===== src/fap_pkg.sv =====
// Shared widths, configuration codes, structs and helpers of the framed ASCII field parser.
package fap_pkg;

  localparam int BYTE_W      = 8;
  localparam int VALUE_W     = 32;
  localparam int FIELD_W     = 5;
  localparam int LEN_W       = 3;
  localparam int PATTERN_W   = 32;
  localparam int KINDS_W     = 16;
  localparam int CFG_INDEX_W = 3;
  localparam int CFG_DATA_W  = 32;

  localparam int DEF_MAX_FIELDS      = 16;
  localparam int DEF_MAX_DELIM_BYTES = 4;

  localparam logic [PATTERN_W-1:0] RST_HEAD_PATTERN    = 32'd0;
  localparam logic [LEN_W-1:0]     RST_HEAD_LENGTH     = 3'd0;
  localparam logic [PATTERN_W-1:0] RST_DIVIDER_PATTERN = 32'd44;
  localparam logic [LEN_W-1:0]     RST_DIVIDER_LENGTH  = 3'd1;
  localparam logic [PATTERN_W-1:0] RST_TAIL_PATTERN    = 32'd10;
  localparam logic [LEN_W-1:0]     RST_TAIL_LENGTH     = 3'd1;
  localparam logic [KINDS_W-1:0]   RST_FIELD_KINDS     = 16'd0;
  localparam logic [FIELD_W-1:0]   RST_FIELD_COUNT     = 5'd0;

  localparam logic [BYTE_W-1:0] ASCII_MINUS = 8'h2D;
  localparam logic [BYTE_W-1:0] ASCII_ZERO  = 8'h30;
  localparam logic [BYTE_W-1:0] ASCII_NINE  = 8'h39;
  localparam logic [BYTE_W-1:0] ASCII_POINT = 8'h2E;

  typedef enum logic [CFG_INDEX_W-1:0] {
    REG_HEAD_PATTERN    = 3'd0,
    REG_HEAD_LENGTH     = 3'd1,
    REG_DIVIDER_PATTERN = 3'd2,
    REG_DIVIDER_LENGTH  = 3'd3,
    REG_TAIL_PATTERN    = 3'd4,
    REG_TAIL_LENGTH     = 3'd5,
    REG_FIELD_KINDS     = 3'd6,
    REG_FIELD_COUNT     = 3'd7
  } cfg_reg_t;

  typedef struct packed {
    logic [PATTERN_W-1:0] head_pattern;
    logic [LEN_W-1:0]     head_length;
    logic [PATTERN_W-1:0] divider_pattern;
    logic [LEN_W-1:0]     divider_length;
    logic [PATTERN_W-1:0] tail_pattern;
    logic [LEN_W-1:0]     tail_length;
    logic [KINDS_W-1:0]   field_kinds;
    logic [FIELD_W-1:0]   field_count;
  } cfg_t;

  typedef struct packed {
    logic                      emit;
    logic                      has_value;
    logic [FIELD_W-1:0]        field_index;
    logic signed [VALUE_W-1:0] field_value;
    logic                      frame_end;
  } result_t;

  // Byte p of a pattern register; positions past the register read as zero.
  function automatic logic [BYTE_W-1:0] pat_byte(logic [PATTERN_W-1:0] pat,
                                                 logic [LEN_W-1:0] p);
    logic [BYTE_W-1:0] r;
    if (p[2]) begin
      r = '0;
    end else begin
      r = pat[{p[1:0], 3'b000} +: BYTE_W];
    end
    return r;
  endfunction

endpackage


===== src/fap_if.sv =====
// Valid/ready channel interfaces for the input bytes and the parse results.
interface fap_byte_if;
  logic                      valid;
  logic                      ready;
  logic [fap_pkg::BYTE_W-1:0] in_byte;

  modport source (output valid, output in_byte, input ready);
  modport sink   (input valid, input in_byte, output ready);
endinterface

interface fap_result_if;
  logic                               valid;
  logic                               ready;
  logic                               has_value;
  logic [fap_pkg::FIELD_W-1:0]        field_index;
  logic signed [fap_pkg::VALUE_W-1:0] field_value;
  logic                               frame_end;

  modport source (output valid, output has_value, output field_index,
                  output field_value, output frame_end, input ready);
  modport sink   (input valid, input has_value, input field_index,
                  input field_value, input frame_end, output ready);
endinterface


===== src/fap_match.sv =====
// One step of a naive restart string matcher over a four byte pattern register.
module fap_match (
  input  logic [fap_pkg::LEN_W-1:0]     pos,
  input  logic [fap_pkg::PATTERN_W-1:0] pattern,
  input  logic [fap_pkg::LEN_W-1:0]     len,
  input  logic [fap_pkg::BYTE_W-1:0]    data,
  output logic                          hit,
  output logic [fap_pkg::LEN_W-1:0]     pos_next
);
  import fap_pkg::*;

  logic [LEN_W:0] advanced;

  always_comb begin
    if (pat_byte(pattern, pos) == data) begin
      advanced = {1'b0, pos} + 4'd1;
    end else if (pat_byte(pattern, 3'd0) == data) begin
      advanced = 4'd1;
    end else begin
      advanced = 4'd0;
    end
    hit      = advanced >= {1'b0, len};
    pos_next = hit ? '0 : advanced[LEN_W-1:0];
  end

endmodule


===== src/fap_core.sv =====
// Parse state of the framed ASCII field parser and its per-byte update.
module fap_core #(
  parameter int MAX_FIELDS      = fap_pkg::DEF_MAX_FIELDS,
  parameter int MAX_DELIM_BYTES = fap_pkg::DEF_MAX_DELIM_BYTES
) (
  input  logic                       clk,
  input  logic                       rst,
  input  logic                       step,
  input  logic [fap_pkg::BYTE_W-1:0] data,
  input  fap_pkg::cfg_t              cfg,
  output fap_pkg::result_t           res
);
  import fap_pkg::*;

  function automatic logic [LEN_W-1:0] clamp_len(logic [LEN_W-1:0] v, logic min_one);
    logic [LEN_W-1:0] r;
    r = (min_one && v == '0) ? LEN_W'(1) : v;
    if ({1'b0, r} > (LEN_W + 1)'(MAX_DELIM_BYTES)) begin
      r = LEN_W'(MAX_DELIM_BYTES);
    end
    return r;
  endfunction

  function automatic logic is_int_field(logic [FIELD_W-1:0] f, logic [FIELD_W-1:0] eff,
                                        logic [KINDS_W-1:0] kinds);
    return (f < eff) && !f[FIELD_W-1] && kinds[f[FIELD_W-2:0]];
  endfunction

  logic                      in_record;
  logic [LEN_W-1:0]          hd_pos;
  logic [LEN_W-1:0]          tl_pos;
  logic [FIELD_W-1:0]        cur_field;
  logic                      neg;
  logic [VALUE_W-1:0]        acc;
  logic [VALUE_W-1:0]        held;
  logic                      held_valid;

  logic                      in_record_next;
  logic [LEN_W-1:0]          hd_pos_next;
  logic [LEN_W-1:0]          tl_pos_next;
  logic [FIELD_W-1:0]        cur_field_next;
  logic                      neg_next;
  logic [VALUE_W-1:0]        acc_next;
  logic [VALUE_W-1:0]        held_next;
  logic                      held_valid_next;

  logic [LEN_W-1:0]          hlen, dlen, tlen;
  logic [FIELD_W-1:0]        eff_count;
  logic                      seek_head;
  logic [LEN_W-1:0]          a_pos;
  logic [PATTERN_W-1:0]      a_pattern;
  logic [LEN_W-1:0]          a_len;
  logic                      a_hit;
  logic [LEN_W-1:0]          a_pos_next;
  logic [LEN_W-1:0]          t_pos;
  logic                      t_hit;
  logic [LEN_W-1:0]          t_pos_next;

  assign hlen      = clamp_len(cfg.head_length, 1'b0);
  assign dlen      = clamp_len(cfg.divider_length, 1'b1);
  assign tlen      = clamp_len(cfg.tail_length, 1'b1);
  assign eff_count = ({1'b0, cfg.field_count} > (FIELD_W + 1)'(MAX_FIELDS)) ?
                     FIELD_W'(MAX_FIELDS) : cfg.field_count;
  assign seek_head = !in_record && (hlen != '0);

  // The head and the divider share one position register.
  assign a_pos     = (in_record || seek_head) ? hd_pos : '0;
  assign a_pattern = seek_head ? cfg.head_pattern : cfg.divider_pattern;
  assign a_len     = seek_head ? hlen : dlen;
  assign t_pos     = in_record ? tl_pos : '0;

  fap_match u_head_div (
    .pos      (a_pos),
    .pattern  (a_pattern),
    .len      (a_len),
    .data     (data),
    .hit      (a_hit),
    .pos_next (a_pos_next)
  );

  fap_match u_tail (
    .pos      (t_pos),
    .pattern  (cfg.tail_pattern),
    .len      (tlen),
    .data     (data),
    .hit      (t_hit),
    .pos_next (t_pos_next)
  );

  always_comb begin
    logic [FIELD_W-1:0] cf;
    logic               sg;
    logic [VALUE_W-1:0] ac;
    logic [VALUE_W-1:0] hv_val;
    logic               hv;
    logic               is_int;
    logic               have;
    logic               fin;
    logic [FIELD_W-1:0] idx;
    logic [VALUE_W-1:0] val;
    logic [LEN_W-1:0]   tp;

    in_record_next  = in_record;
    hd_pos_next     = hd_pos;
    tl_pos_next     = tl_pos;
    cur_field_next  = cur_field;
    neg_next        = neg;
    acc_next        = acc;
    held_next       = held;
    held_valid_next = held_valid;
    res             = '0;

    cf     = in_record ? cur_field : '0;
    sg     = in_record ? neg : 1'b0;
    ac     = in_record ? acc : '0;
    hv_val = in_record ? held : '0;
    hv     = in_record ? held_valid : 1'b0;
    is_int = is_int_field(cf, eff_count, cfg.field_kinds);
    have   = 1'b0;
    fin    = 1'b0;
    idx    = '0;
    val    = '0;
    tp     = t_pos;

    if (seek_head) begin
      if (a_hit) begin
        in_record_next  = 1'b1;
        hd_pos_next     = '0;
        tl_pos_next     = '0;
        cur_field_next  = '0;
        neg_next        = 1'b0;
        acc_next        = '0;
        held_next       = '0;
        held_valid_next = 1'b0;
      end else begin
        hd_pos_next = a_pos_next;
      end
    end else begin
      if (is_int) begin
        if (!sg && data == ASCII_MINUS) begin
          sg = 1'b1;
        end else if (data >= ASCII_ZERO && data <= ASCII_NINE) begin
          ac = (ac << 3) + (ac << 1) + VALUE_W'(data[3:0]);
        end else if (data == pat_byte(cfg.tail_pattern, 3'd0) ||
                     data == pat_byte(cfg.divider_pattern, 3'd0) ||
                     data == ASCII_POINT) begin
          hv_val = sg ? (VALUE_W'(0) - ac) : ac;
          hv     = 1'b1;
          ac     = '0;
          sg     = 1'b0;
        end
      end

      if (a_hit) begin
        if (is_int && hv) begin
          have = 1'b1;
          idx  = cf;
          val  = hv_val;
        end
        hv = 1'b0;
        if (cf >= eff_count) begin
          fin = 1'b1;
        end else begin
          cf = cf + FIELD_W'(1);
        end
      end

      if (!fin) begin
        tp = t_pos_next;
        if (t_hit) begin
          if (is_int_field(cf, eff_count, cfg.field_kinds) && hv) begin
            have = 1'b1;
            idx  = cf;
            val  = hv_val;
          end
          fin = 1'b1;
        end
      end

      if (fin) begin
        in_record_next  = 1'b0;
        hd_pos_next     = '0;
        tl_pos_next     = '0;
        cur_field_next  = '0;
        neg_next        = 1'b0;
        acc_next        = '0;
        held_next       = '0;
        held_valid_next = 1'b0;
      end else begin
        in_record_next  = 1'b1;
        hd_pos_next     = a_pos_next;
        tl_pos_next     = tp;
        cur_field_next  = cf;
        neg_next        = sg;
        acc_next        = ac;
        held_next       = hv_val;
        held_valid_next = hv;
      end

      res.emit        = have || fin;
      res.has_value   = have;
      res.field_index = idx;
      res.field_value = val;
      res.frame_end   = fin;
    end
  end

  always_ff @(posedge clk) begin
    if (rst) begin
      in_record  <= 1'b0;
      hd_pos     <= '0;
      tl_pos     <= '0;
      cur_field  <= '0;
      neg        <= 1'b0;
      acc        <= '0;
      held       <= '0;
      held_valid <= 1'b0;
    end else if (step) begin
      in_record  <= in_record_next;
      hd_pos     <= hd_pos_next;
      tl_pos     <= tl_pos_next;
      cur_field  <= cur_field_next;
      neg        <= neg_next;
      acc        <= acc_next;
      held       <= held_next;
      held_valid <= held_valid_next;
    end
  end

`ifndef NO_ASSERTIONS
  a_end_leaves_record: assert property (@(posedge clk) disable iff (rst)
    step && res.frame_end |=> !in_record)
    else $error("record still open after a frame end");
  a_field_bounded: assert property (@(posedge clk) disable iff (rst)
    {1'b0, cur_field} <= (FIELD_W + 1)'(MAX_FIELDS))
    else $error("current field beyond the field limit");
  a_seek_silent: assert property (@(posedge clk) disable iff (rst)
    seek_head |-> !res.emit)
    else $error("result produced while hunting for the head");
`endif

endmodule


===== src/framed_ascii_integer_field_parser.sv =====
// Top level of the framed ASCII integer field parser: config registers, input and result stages.
// The parser takes one ASCII byte per transfer and sustains one byte per clock cycle while results are taken.
// A byte accepted is held in the input register, runs through the combinational parse
// update once the result register can take its result, and that result then lands in
// the result register, from where it is offered on the output. The parse loop (match
// compares, one times-ten add, sign handling) is combinational and sets the byte rate.
// Bytes that cause no result leave nothing on the output. While a result waits on the
// output, the input register still takes one more byte; further bytes wait until the
// result is taken.
module framed_ascii_integer_field_parser #(
  parameter int MAX_FIELDS      = fap_pkg::DEF_MAX_FIELDS,
  parameter int MAX_DELIM_BYTES = fap_pkg::DEF_MAX_DELIM_BYTES
) (
  input  logic                            clk,
  input  logic                            rst,
  input  logic                            cfg_we,
  input  logic [fap_pkg::CFG_INDEX_W-1:0] cfg_index,
  input  logic [fap_pkg::CFG_DATA_W-1:0]  cfg_data,
  fap_byte_if.sink                        in_ch,
  fap_result_if.source                    out_ch
);
  import fap_pkg::*;

  // Configuration registers. The user must make writes only while the parser is idle,
  // which the block itself does not enforce; the parse logic reads them directly.
  cfg_t cfg;

  always_ff @(posedge clk) begin
    if (rst) begin
      cfg.head_pattern    <= RST_HEAD_PATTERN;
      cfg.head_length     <= RST_HEAD_LENGTH;
      cfg.divider_pattern <= RST_DIVIDER_PATTERN;
      cfg.divider_length  <= RST_DIVIDER_LENGTH;
      cfg.tail_pattern    <= RST_TAIL_PATTERN;
      cfg.tail_length     <= RST_TAIL_LENGTH;
      cfg.field_kinds     <= RST_FIELD_KINDS;
      cfg.field_count     <= RST_FIELD_COUNT;
    end else if (cfg_we) begin
      unique case (cfg_reg_t'(cfg_index))
        REG_HEAD_PATTERN:    cfg.head_pattern    <= cfg_data[PATTERN_W-1:0];
        REG_HEAD_LENGTH:     cfg.head_length     <= cfg_data[LEN_W-1:0];
        REG_DIVIDER_PATTERN: cfg.divider_pattern <= cfg_data[PATTERN_W-1:0];
        REG_DIVIDER_LENGTH:  cfg.divider_length  <= cfg_data[LEN_W-1:0];
        REG_TAIL_PATTERN:    cfg.tail_pattern    <= cfg_data[PATTERN_W-1:0];
        REG_TAIL_LENGTH:     cfg.tail_length     <= cfg_data[LEN_W-1:0];
        REG_FIELD_KINDS:     cfg.field_kinds     <= cfg_data[KINDS_W-1:0];
        REG_FIELD_COUNT:     cfg.field_count     <= cfg_data[FIELD_W-1:0];
      endcase
    end
  end

  // Input register. The held byte is parsed in the cycle where the result
  // register can take whatever it produces, which is whenever the result
  // register is empty or its current content is being transferred out.
  logic                in_valid_q;
  logic [BYTE_W-1:0]   byte_q;
  logic                advance;
  logic                step;
  result_t             res;

  assign advance     = !out_ch.valid || out_ch.ready;
  assign step        = in_valid_q && advance;
  assign in_ch.ready = !in_valid_q || advance;

  always_ff @(posedge clk) begin
    if (rst) begin
      in_valid_q <= 1'b0;
    end else if (in_ch.valid && in_ch.ready) begin
      in_valid_q <= 1'b1;
    end else if (step) begin
      in_valid_q <= 1'b0;
    end
  end

  always_ff @(posedge clk) begin
    if (in_ch.valid && in_ch.ready) begin
      byte_q <= in_ch.in_byte;
    end
  end

  // The parse state and its per-byte update live in the core.
  fap_core #(
    .MAX_FIELDS      (MAX_FIELDS),
    .MAX_DELIM_BYTES (MAX_DELIM_BYTES)
  ) u_core (
    .clk  (clk),
    .rst  (rst),
    .step (step),
    .data (byte_q),
    .cfg  (cfg),
    .res  (res)
  );

  // Result register. A parsed byte with a result loads it; otherwise a
  // completed transfer empties the register.
  logic out_valid_q;

  assign out_ch.valid = out_valid_q;

  always_ff @(posedge clk) begin
    if (rst) begin
      out_valid_q <= 1'b0;
    end else if (step && res.emit) begin
      out_valid_q <= 1'b1;
    end else if (out_ch.ready) begin
      out_valid_q <= 1'b0;
    end
  end

  always_ff @(posedge clk) begin
    if (step && res.emit) begin
      out_ch.has_value   <= res.has_value;
      out_ch.field_index <= res.field_index;
      out_ch.field_value <= res.field_value;
      out_ch.frame_end   <= res.frame_end;
    end
  end

`ifndef NO_ASSERTIONS
  a_result_not_empty: assert property (@(posedge clk) disable iff (rst)
    out_ch.valid |-> (out_ch.has_value || out_ch.frame_end))
    else $error("result carries neither a value nor a frame end");
  a_no_value_is_zero: assert property (@(posedge clk) disable iff (rst)
    out_ch.valid && !out_ch.has_value |->
      (out_ch.field_index == '0 && out_ch.field_value == '0))
    else $error("result without a value has nonzero index or value");
  a_index_in_range: assert property (@(posedge clk) disable iff (rst)
    out_ch.valid && out_ch.has_value |->
      {1'b0, out_ch.field_index} < (FIELD_W + 1)'(MAX_FIELDS))
    else $error("reported field index beyond the field limit");
  a_input_held: assert property (@(posedge clk) disable iff (rst)
    in_valid_q && !advance |=> in_valid_q && $stable(byte_q))
    else $error("held byte lost while the result stage was stalled");
`endif

endmodule

===== src/flat_wrapper.sv =====
// flat-port wrapper written by rule: the top's interface ports become plain ports
module framed_ascii_integer_field_parser_flat import fap_pkg::*;
#(
  parameter int MAX_FIELDS      = fap_pkg::DEF_MAX_FIELDS,
  parameter int MAX_DELIM_BYTES = fap_pkg::DEF_MAX_DELIM_BYTES
)
  (clk, rst, cfg_we, cfg_index, cfg_data, in_ch_valid, in_ch_in_byte, in_ch_ready, out_ch_valid, out_ch_has_value, out_ch_field_index, out_ch_field_value, out_ch_frame_end, out_ch_ready);
  fap_byte_if in_ch_i ();
  fap_result_if out_ch_i ();
  input  logic clk;
  input  logic rst;
  input  logic cfg_we;
  input  logic [fap_pkg::CFG_INDEX_W-1:0] cfg_index;
  input  logic [fap_pkg::CFG_DATA_W-1:0] cfg_data;
  input wire logic [$bits(in_ch_i.valid)-1:0] in_ch_valid;
  input wire logic [$bits(in_ch_i.in_byte)-1:0] in_ch_in_byte;
  output wire logic [$bits(in_ch_i.ready)-1:0] in_ch_ready;
  output wire logic [$bits(out_ch_i.valid)-1:0] out_ch_valid;
  output wire logic [$bits(out_ch_i.has_value)-1:0] out_ch_has_value;
  output wire logic [$bits(out_ch_i.field_index)-1:0] out_ch_field_index;
  output wire logic [$bits(out_ch_i.field_value)-1:0] out_ch_field_value;
  output wire logic [$bits(out_ch_i.frame_end)-1:0] out_ch_frame_end;
  input wire logic [$bits(out_ch_i.ready)-1:0] out_ch_ready;
  assign in_ch_i.valid = in_ch_valid;
  assign in_ch_i.in_byte = in_ch_in_byte;
  assign in_ch_ready = in_ch_i.ready;
  assign out_ch_valid = out_ch_i.valid;
  assign out_ch_has_value = out_ch_i.has_value;
  assign out_ch_field_index = out_ch_i.field_index;
  assign out_ch_field_value = out_ch_i.field_value;
  assign out_ch_frame_end = out_ch_i.frame_end;
  assign out_ch_i.ready = out_ch_ready;
  framed_ascii_integer_field_parser #(.MAX_FIELDS(MAX_FIELDS), .MAX_DELIM_BYTES(MAX_DELIM_BYTES)) u_core (.clk(clk), .rst(rst), .cfg_we(cfg_we), .cfg_index(cfg_index), .cfg_data(cfg_data), .in_ch(in_ch_i), .out_ch(out_ch_i));
endmodule

===== config.mk =====
export PLATFORM = sky130hd
export DESIGN_NAME = framed_ascii_integer_field_parser_flat
export DESIGN_NICKNAME = d
export VERILOG_FILES = /design/src/fap_pkg.sv /design/src/fap_if.sv /design/src/fap_match.sv /design/src/fap_core.sv /design/src/framed_ascii_integer_field_parser.sv /design/src/flat_wrapper.sv
export SDC_FILE = /design/constraint.sdc
export NUM_CORES = 1
export LEC_CHECK = 0
export BUFFER_PORTS_ARGS = -buffer_cell sky130_fd_sc_hd__buf_4
export CORE_AREA = 2 2 231 233
export DETAILED_ROUTE_END_ITERATION = 7
export DIE_AREA = 0 0 233 235
export HOLD_SLACK_MARGIN = 0.08
export SYNTH_ARGS = -nofsm -noshare
export SYNTH_HDL_FRONTEND = slang
export SYNTH_HIERARCHICAL = 1
export SYNTH_SLANG_ARGS = --single-unit

===== constraint.sdc =====
create_clock -name clk -period 9.5 [get_ports clk]
set_input_delay 1.425 -clock clk [delete_from_list [all_inputs] [get_ports clk]]
set_output_delay 1.425 -clock clk [all_outputs]
set_load 0.1 [all_outputs]

# == After elaboration in Yosys (flattened, before gate mapping) ==
# Cells that the tools add are included.
# word_totals
output_inout_bits,41
ff_bits,253
input_bits,48
# op_classes
shift,2
mux,110
reduce_logical,39
order_cmp,13
addsub,6
n_eq_ne,16
# ops
cell,n
2-to-1 mux 32 bit,22
2-to-1 mux 8 bit,12
2-to-1 mux 5 bit,13
variable part select 32 x 6 -> 8 bit,2
2-to-1 mux 3 bit,17
== test 8 bit,6
2-to-1 mux 1 bit,41
2-to-1 mux 40 bit,1
adder 32 bit,1
adder 32 x 4 -> 32 bit,1
"subtractor 1 x 32 -> 32 bit, first input constant",1
AND reduction 2 bit,9
"== test 8 x 6 -> 1 bit, second input constant",2
"== test 3 bit, second input constant",4
logical AND 1 bit,12
"< comparator 4 x 5 -> 1 bit, second input constant",2
< comparator 5 bit,2
"greater-than comparator 3 bit, second input constant",3
logical NOT 3 bit,3
"adder 3 x 1 -> 4 bit, second input constant",2
binary-select mux 1 bit (select 4 bit),2
greater-or-equal comparator 4 x 3 -> 1 bit,2
"greater-or-equal comparator 8 x 6 -> 1 bit, second input constant",1
"less-or-equal comparator 8 x 6 -> 1 bit, second input constant",1
other kinds (11),24

# == Depth between registers and ports, before layout ==
# logic_depth
ltp_word,28
depth_mapped,33

# == By module ==
# Netlist, hierarchy kept.
# by_module_without_submodules
module,seq_area_each_um2,area_each_um2,cells_per_inst,instances
fap_core,1561.5,7623.6,1045,1
framed_ascii_integer_field_parser,3973.8,6571.3,519,1
fap_match,0.0,686.9,77,2

# == Worst setup path after synthesis ==
# Ideal clock, no wire load.
# synth_timing
path_type,reg-to-reg
start,register u_core.u_core.in_record
end,register u_core.out_ch.field_index[0] (enable)
path_stages_with_launch,32
required_time_ns,9.100
arrival_time_ns,7.570
path_slack_ns,1.529
period_less_slack_ns,7.971
cell_sequence,dfxtp_1 buf_2 buf_4 clkbuf_1 clkbuf_1 clkbuf_1 nor4_1 nor2b_1 buf_6 mux4_2 xnor2_1 nand4_1 a32oi_2 a211o_2 and2_1 ha_1 nand2b_1 a21o_1 a21o_1 o21bai_1 nand4_1 or3_1 nand2_1 ha_1 a21oi_1 nor2b_1 or4_1 a21o_1 a2111oi_4 nor2_1 a21oi_1 and3_1
# synth_lines
item,line,source
from (decl),fap_core.sv:29,logic in_record;
from (signal assigned),fap_core.sv:219,in_record <= in_record_next;
to (decl),fap_if.sv:19,"modport source (output valid, output has_value, output field_index,"

==> results.yml <==
timing:
  fin_skew_ps: 21.6
  final.setup.worst_slack_ps: 1720
  finalMaxSlewViolations: 0
  fmax_mhz: 129
  period_share_pct: 81.9
  finalSetupTns_ps: 0
  min_period_ps: 7780
  setup_viol: 0
  worst_slew_pin_slew_ps: 1190
  final-hold-violation-count: 0
  rsz0062_at_grt: "false"
  slew-limit-headroom_pct: 20.6
yosys:
  ys_top_cells_by_area: "dfxtp_1 (26%), edfxtp_1 (9.1%), mux2i_1 (8.8%), nand2b_1 (6.7%), ha_1 (6.2%)"
  synth_flop_cell: "dfxtp_1"
  ys_seq_elements: 253
  yosysSeqAreaShare_pct: 35.6
  ys_warn_count: 6
  ys_types: 95
  synth_edf_count: 47
  synth_nets: 1845
  syn_area_um2: 15600
  syn_inst: 1718
  synth_top_area_cell: "dfxtp_1"
  synth_area_per_cell_um2: 9.06
  async_flop_share_pct: 0
  synth_top_area_share_pct: 26.5
run_status:
  outcome: "finished clean"
placed_design:
  dpl_cell_area_um2: 16800
  gp_congestion: 0.863
  dp_hpwl_um: 32600
  io_buffers: 88
  place_ws_ps: 1800
drt:
  route.detailed.wl_per_inst_um: 17.8
  vias: 12700
  antenna_left: 0
  drt_iter0_markers: 828
  vias_per_cell: 5.14
  first_pass_iters: 7
  wl_um: 44000
  drc: 0
pwr:
  max-vdd-ir-drop_uv: 125
  p_per_area_nw_per_um2: 141
  p_leak_uw: 0.00734
  power_uw: 2500
clock_tree:
  clk_path_buf_depth: 3
  cts_tree: "built"
  cts_setup_buffers: 0
  clk_pin_slew_ps: 60
  clkSinkCount: 253
  cts_hold_buf: 0
  clk_latency_ps: 570
  h-tree-depth: 1
  numCtsBuffers: 27
  ctsRootBufferMaster: "clkbuf_16"
  post_cts_resized: 0
critical_path:
  worst-path-buf-inv: 0
  cp_max_fo: 39
  cpMaxStageDelayCell: "nor2b_1"
  cp.required_ps: 9670
  r2r_slack_ps: 1720
  reg2reg_depth: 25
  worst_setup_path_end_kind: "register"
  start_kind: "register"
  rr_endpoint: "u_core/out_ch.field_value[26]"
  critPathTopFamily: "simple AND/OR/NAND/NOR gates"
  path_class: "reg2reg"
  timing.rr.start: "u_core/u_core/in_record"
  cp_common_cell: "a21o_1"
  worst_ep_arrival_time_ps: 7950
  slowest_delay_ps: 820
floorplan:
  initial_utilization_pct: 29.8
  pin_count: 89
  coreArea_um2: 52200
  die_h_um: 235
  rows: 84
  dieArea_um2: 54800
  die_width_um: 233
grt:
  antenna_found_initial: 1
  grt_pass1_vias: 12400
  grt_usage_pct: 15.9
  grt.overflow.total: 0
  grt_pass1_wl_um: 69900
  grt_max_degree: 99
min_path:
  min_path_type: "reg2reg"
  whs_path_depth: 2
  min_to: "u_core/u_core/held[30]"
  worstHoldStart: "u_core/u_core/held[30]"
finish:
  num_antenna_cells: 0
  design_area_um2: 17700
  syn_to_final_growth_pct: 13.8
  final_layout_size_suffix_gt1_share_pct: 11.9
  nets: 1887
flow_run:
  cap_viol_max_count: 0
[worst max path at each step]
stage                                       start                       endpoint  cells past startpoint
after floorplan           u_core/u_core/in_record   u_core/out_ch.field_index[0]                     31
final                     u_core/u_core/in_record  u_core/out_ch.field_value[26]                     25
after CTS                 u_core/u_core/in_record  u_core/out_ch.field_value[26]                     25
after detailed placement  u_core/u_core/in_record  u_core/out_ch.field_value[20]                     25
after global placement    u_core/u_core/in_record   u_core/out_ch.field_value[0]                     25
after global routing               u_core/cfg[91]  u_core/out_ch.field_value[26]                     27
[logic make-up (layout without fill, tap and decap cells)]
group | after synthesis | in the layout | synth area share [%]
mux | 156 | 156 | 11.4
xor+xnor | 91 | 91 | 5.12
compound gates | 299 | 299 | 13.5
flops | 253 | 253 | 35.6
fa+ha+maj | 79 | 79 | 6.45
buf+inv | 135 | 198 | 4.22
other cells | 1 | 1 | 0.0241
simple gates | 704 | 704 | 23.7
[flip-flops by register name, summed over array words and instances (netlist names), 3 cells and up]
register,flops
u_core/u_core/hd_pos,3
u_core/out_ch.field_value,32
u_core/cfg,126
u_core/u_core/cur_field,5
u_core/u_core/acc,32
u_core/u_core/tl_pos,3
u_core/out_ch.field_index,5
u_core/u_core/held,32
u_core/byte_q,8
[layer usage]
layer / vias up / share of wire, % / global-route usage, %
met5: - / 0 / 0
met4: 0 / 2.6 / 4.05
met3: 69 / 3.8 / 2.00
met2: 292 / 48 / 27.1
met1: 6146 / 46 / 21.0
li1: 6193 / - / -
[worst register-to-register path: stages (launching register included)]
cell and delay [ps]:
dfxtp_2 450, nor4_1 130, nor2b_1 830, mux4_2 470
nor4b_2 280, nand2_1 120, a32oi_2 310, nand3b_1 130
and2_1 160, ha_1 260, nand2b_1 90, a21o_1 110
a21o_1 170, o21bai_1 290, nand4_1 220, or3_1 430
nand2_1 110, ha_1 240, a21oi_1 150, nor2b_1 60
or4_1 460, a21o_1 210, a2111oi_4 490, nor2_1 170
a21oi_1 190, and3_2 810
[synthesized netlist by cell type (13+ instances only)]
cell	instances
a21o_1	18
a21oi_1	58
a22o_1	23
a22oi_1	19
and2_1	39
and3_1	13
buf_2	21
clkbuf_1	53
dfxtp_1	206
edfxtp_1	47
ha_1	77
inv_1	40
mux2i_1	137
nand2_1	196
nand2b_1	167
nand3_1	27
nand4_1	24
nor2_1	119
nor2b_1	29
nor3_1	25
o21ai_0	69
xnor2_1	64
xor2_1	27
[area by class of cell]
| type | instances | area, µm² |
|---|---|---|
| multi-input combinational | 1330 | 9410 |
| inverter | 41 | 154 |
| fill | 5376 | 34500 |
| clock inverter | 17 | 206 |
| sequential | 253 | 5540 |
| tap | 688 | 861 |
| timing repair buffer | 107 | 803 |
| clock buffer | 33 | 749 |
[per-stage QoR]
stage / hold slack (ps) / cells / utilization (%)
floorplan: 420 / 1718 / -
global placement: 431 / 2419 / 32.1
detailed placement: 442 / 2419 / 32.1
CTS: 454 / 2469 / 33.9
global route: 464 / 2469 / 33.9
finish: 451 / 2469 / 33.9
[report_power, final]
group | internal [µW] | switching, µW | leakage [µW]
clock | 675 | 472 | 0.000476
combinational | 76.1 | 146 | 0.00478
sequential | 1110 | 21.7 | 0.00209
total | 1860 | 640 | 0.00734
[placed cells by master, fill, tap and decap left out, types with 28 or more instances in the layout]
cell         n
nor2_1     118
nand2b_1   167
inv_1       40
buf_4      107
o21ai_0     69
clkbuf_16   28
nor2b_1     29
xnor2_1     64
edfxtp_1    47
a21oi_1     58
nand2_1    196
and2_1      39
ha_1        77
mux2i_1    137
dfxtp_1    205
Power figures use the tool's default switching activity.
